File: src/design/wlfo_pkg.sv
// Shared types and constants for the wavetable LFO modulator.
package wlfo_pkg;

    // Sample and result widths fixed by the item format
    localparam int SAMPLE_W = 16;
    localparam int MOD_W    = 24;
    localparam int CFG_W    = 24;
    localparam int CFG_IDX_W = 3;

    // Configuration register indexes
    localparam logic [CFG_IDX_W-1:0] REG_RATE     = 3'd0;
    localparam logic [CFG_IDX_W-1:0] REG_DEPTH    = 3'd1;
    localparam logic [CFG_IDX_W-1:0] REG_TARGET   = 3'd2;
    localparam logic [CFG_IDX_W-1:0] REG_ENABLE   = 3'd3;
    localparam logic [CFG_IDX_W-1:0] REG_LENGTH   = 3'd4;
    localparam logic [CFG_IDX_W-1:0] REG_BASE_VOL = 3'd5;
    localparam logic [CFG_IDX_W-1:0] REG_BASE_PAN = 3'd6;

    // Item actions
    localparam logic ACT_WRITE = 1'b0;
    localparam logic ACT_TICK  = 1'b1;

    // Modulation targets
    localparam logic [1:0] TGT_PITCH  = 2'd0;
    localparam logic [1:0] TGT_VOLUME = 2'd1;
    localparam logic [1:0] TGT_PAN    = 2'd2;
    localparam logic [1:0] TGT_NONE   = 2'd3;

    // Fixed-point constants
    localparam int UNITY    = 65536;     // 1.0 in Q.16
    localparam int PAN_ONE  = 65536;     // full pan in Q1.16
    localparam int PAN_COEF = 45875;     // 0.7 in Q0.16
    localparam int MOD_MAX  = 8388607;
    localparam int MOD_MIN  = -8388608;

    // Reset values of the configuration registers
    localparam logic [8:0]  LENGTH_RESET   = 9'd256;
    localparam logic [23:0] BASE_VOL_RESET = 24'd65536;

    // Tick sequencer states
    typedef enum logic [3:0] {
        ST_IDLE,
        ST_PHASE,
        ST_POS,
        ST_RD0,
        ST_RD1,
        ST_INTERP,
        ST_SCALE,
        ST_PREP,
        ST_MUL2,
        ST_DONE
    } wlfo_state_t;

endpackage

File: src/design/wlfo_table.sv
// Waveform sample memory: one write port, one registered read port.
module wlfo_table #(
    parameter int DEPTH = 256,
    localparam int AW = $clog2(DEPTH)
) (
    input  logic                          clk,
    input  logic                          wr_en,
    input  logic [AW-1:0]                 wr_addr,
    input  logic [wlfo_pkg::SAMPLE_W-1:0] wr_data,
    input  logic [AW-1:0]                 rd_addr,
    output logic [wlfo_pkg::SAMPLE_W-1:0] rd_data
);
    import wlfo_pkg::*;

    logic [SAMPLE_W-1:0] mem [DEPTH];

    // Store a sample
    always_ff @(posedge clk)
    begin
        if (wr_en)
        begin
            mem[wr_addr] <= wr_data;
        end
    end

    // Registered read: the data for an address appears in the next cycle
    always_ff @(posedge clk)
    begin
        rd_data <= mem[rd_addr];
    end

endmodule

File: config.mk
export PLATFORM = sky130hd
export DESIGN_NAME = wlfo_table
export DESIGN_NICKNAME = d
export VERILOG_FILES = /design/src/design/wlfo_pkg.sv /design/src/design/wlfo_table.sv
export SDC_FILE = /design/constraint.sdc
export NUM_CORES = 2
export LEC_CHECK = 0
export BUFFER_PORTS_ARGS = -buffer_cell sky130_fd_sc_hd__buf_2
export CORE_ASPECT_RATIO = 1.1
export CORE_MARGIN = 4
export CORE_UTILIZATION = 30
export CTS_BUF_LIST = sky130_fd_sc_hd__clkbuf_8 sky130_fd_sc_hd__clkbuf_16
export DETAILED_ROUTE_END_ITERATION = 10
export MAX_ROUTING_LAYER = met4
export SLEW_MARGIN = 20
export SYNTH_ARGS = -nofsm -noshare
export SYNTH_HDL_FRONTEND = slang
export SYNTH_SLANG_ARGS = --single-unit
File: constraint.sdc
create_clock -name clk -period 7.3 [get_ports clk]
set_input_delay 0.365 -clock clk [delete_from_list [all_inputs] [get_ports clk]]
set_output_delay 0.365 -clock clk [all_outputs]
set_load 0.02 [all_outputs]
**Word level (Yosys, flattened, before mapping)**

Memory sizes are Yosys's and may differ from the RTL's. A register that Yosys moved wholly into a read port is not among the register bits.
Cells that the tools add are included.

- Bits in registers: 0
- Memory bits (writable): 4096
- Output and inout port bits: 16
- Logic and storage cells: 3
- Memories kept: 1

Memories:

| name | depth | bits a word | rd ports | clocked after memory_dff | wr ports | line | source |
|---|---|---|---|---|---|---|---|
| mem | 256 | 16 | 1 | 1 | 1 | wlfo_table.sv:15 | `logic [SAMPLE_W-1:0] mem [DEPTH];` |

- Multiplexer cells: 2

Operators by type and width:

| cell | count |
|---|---|
| 1-bit 2-to-1 mux | 2 |

**Depth between registers and ports, before layout**

- Word-level depth: 2
- Depth in mapped cells: 12
- Depth with buffers taken out: 6

**Worst setup path before layout**

OpenSTA, ideal clock, no wires.

- Kind: in2reg
- Start: in wr_addr[3]
- End: mem mem[235][0] (enable)
- Setup time: 0.388 ns
- Arrival: 2.142 ns
- Setup slack: 4.770 ns
- Cell stages on the path: 6
- Path buffers: 3
- Cell sequence: clkbuf_1 > nor2b_1 > clkbuf_1 > nand4_1 > clkbuf_1 > nor2_1

RTL lines:

| element | line | source |
|---|---|---|
| start: declaration | wlfo_table.sv:8 | `input logic [AW-1:0] wr_addr,` |
| end: declaration | wlfo_table.sv:15 |  |

Straight into the memory's write port.

==> impl_results.md <==
* Synth top area cells: edfxtp_1, mux4_2, mux2i_1, o221ai_1, nor2_1
* Dominant synthesized flop cell: edfxtp_1
* Total GRT Usage at 15.8%
* Worst hold stages at 4
* Die area at 541,000 um^2
* Syn Area/Cell at 21.6 um^2
* Cell chosen for the clock root: clkbuf_16
* Setup bufs post-CTS at 0
* Hpwl dp at 248 mm
* Worst VDD drop at 0.190 mV
* Area Overhead vs Synth at 14.9%
* Post-synth EDFFs at 4,096
* Setup violators final at 0
* Final std cells w/o fill at 15,200
* Crit path DAT at 4730 ps
* FF+latch count, synth at 4,112
* Area leader, netlist: edfxtp_1
* Antenna viol nets, final at 0
* Actual slew at the worst max-slew pin at 1130 ps
* Mapped cell area at 159,000 um^2
* Placed Cells at 14,400
* DRC viols at 0
* CTS tree: done
* Clk pin slew, worst setup/hold paths at 70 ps
* Syn Inst Count at 7,360
* Status: completed
* Yosys cell types at 52
* Leak at 56.9 nW
* Max-cap violations at 0
* Fin. max-slew vios at 0
* Initial core utilization at 30.2%
* Layout cells sized above 1 at 24.6%
* Vias in the first global route at 78,700
* TNS Setup at 0 ps
* Synthesis Warnings at 0
* H-tree levels at 5
* RSZ-0062 raised after global routing: false
* Largest net degree at the start of global routing at 149
* Net count after synthesis at 7,394
* Grt total ovfl at 0
* Clock Skews at 45.3 ps
* Routed via count at 79,100
* Final period utilization at 53.7%
* Initial antenna violation count at 39
* Die width at 702 um
* Fin util at 34.7%
* Crit start category: input port
* Clock Latency Late Sink at 960 ps
* Worst hold path class: input port to register
* Total Nets Final at 7,818
* Row Count at 279
* Clock buffer depth at 4
* Avg WL per Cell at 28.2 um
* Final GP Congestion at 0.837
* Detailed Route Iter0 Violations at 10,800
* Final min period at 3920 ps
* Die height at 771 um
* Num CTS Buffers at 404
* Slew HR at 24.7%
* First-pass GRT wire length at 603 mm
* Yosys top cell area share at 77.5%
* Vias per inst at 5.22
* Async S/R FF share, synth at 0%
* I/O pin count at 50
* Drt total wl at 427 mm
* Critical path peak fanout at 87
* Final hold viol count at 0
* Crit Path Class: input port to register
* CTS Sinks at 4,112
* PD cells at 270 nW/um^2
* Power, Total at 49.2 mW
* Worst path required time at 8120 ps
* Fmax at 255 MHz
* PortBufs at 49
* Register area share after synthesis at 77.7%
* Path depth of the worst reg2reg path at 7
* CORE AREA at 526,000 um^2
* Worst Setup End Kind: register
* Initial DRT Pass Iterations at 6
[registers in the layout (all words and copies together), names as in the netlist]
name,count
rd_data,16
mem,4096
[area by class of cell]
cell class / count / area (um^2)
inverter: 4 / 27.5
antenna: 24 / 60.1
timing repair buffer: 470 / 4010
multi-input combinational: 2792 / 33000
sequential: 4112 / 123000
fill: 48300 / 344000
clock buffer: 406 / 10100
tap: 7025 / 8790
clock inverter: 329 / 2930
[stage by stage]
step	instance area (um^2)	setup WS (ps)	hold slack (ps)
3_3_place_gp	169000	1950	813
2_1_floorplan	159000	4770	464
6_report	182000	3380	238
5_1_grt	182000	3160	214
4_1_cts	182000	3370	45.6
3_5_place_dp	169000	2350	833
[worst max-delay path, cell delays in order]
cell	delay (ps)
buf_12	570
buf_4	700
buf_4	380
mux4_2	540
mux4_2	530
a22o_1	330
o32ai_1	880
buf_4	300
nor4_1	70
[report_power, final]
group          switching [mW]  leakage (nW)  internal, mW  total, mW
logic                    1.60          13.2         0.801       2.40
registers              0.0620          36.9          26.0       26.1
clock network            8.89          6.70          11.8       20.7
total                    10.5          56.9          38.6       49.2
[cell families (layout without fill, tap and decap cells)]
group           count (synthesis)  in the layout  synth area share, %
mux                          1450           1450                 15.5
simple gates                  556            556                 1.57
flops                        4112           4112                 77.7
compound gates                786            786                 3.54
other cells                     0             24                    0
buf+inv                       456           1209                 1.69
[timing repair]
item | in CTS | in global routing
resized for setup | 0 | 0
endpoints found under the hold margin | 1054 | 35
hold buffers | 15 | 1
[Yosys cell counts, drive strengths merged (3+ instances only)]
cell     number
a2111oi       6
a211oi       18
a21oi       175
a221oi       28
a22o         32
a22oi        43
a31oi         6
and3         11
buf         222
clkbuf      230
dfxtp        16
edfxtp     4096
inv           4
mux2         88
mux2i       565
mux4        797
nand2        38
nand2b        3
nand3        35
nand4        26
nand4b        3
nor2        304
nor2b         9
nor3         92
nor4         18
o21ai        38
o221ai      253
o22ai       148
o31ai        16
o32ai        21
or2           5
[layout by cell type (no fill, tap or decap), types with 16 or more instances in the layout]
cell type,synthesis,routed
o32ai_1,20,18
nand3_1,35,26
nand2_1,38,38
buf_12,5,25
o22ai_1,148,148
nand4_1,26,26
buf_4,26,378
a211oi_1,18,18
o221ai_1,252,252
buf_2,76,28
clkinv_2,0,62
nor3_1,92,85
buf_8,11,17
nor2_1,304,241
a221oi_1,28,28
diode_2,0,24
clkinv_1,0,96
nor4_1,17,17
o21ai_0,37,36
a22oi_1,43,43
nor2_2,0,60
mux2i_1,565,565
mux4_2,797,797
dfxtp_1,16,16
bufinv_16,0,47
clkbuf_16,0,405
a21oi_1,175,175
dlygate4sd3_1,0,16
mux2_2,88,88
edfxtp_1,4096,4096
o31ai_1,16,16
inv_1,3,81
a22o_1,32,32
[metal layers]
layer  part of all wire [%]  GRT usage, %  wire length, um  vias to the layer above
li1                       -             -                -                    32200
met1                     40          21.2           171000                    42400
met2                     47          24.4           201000                     3779
met3                    9.6          3.19            40800                      722
met4                    3.4          4.93            14400                        0
met5                      0             -                0                        -
[final timing paths]
check / endpoint / slack, ps / startpoint
min: mem[174][1] / 240 / wr_addr[2]
min reg2reg: rd_data[14] / 1090 / mem[208][14]
max: rd_data[6] / 3380 / rd_addr[0]
max reg2reg: rd_data[10] / 4000 / mem[11][10]
No activity file was read; power rests on OpenSTA's default activity.
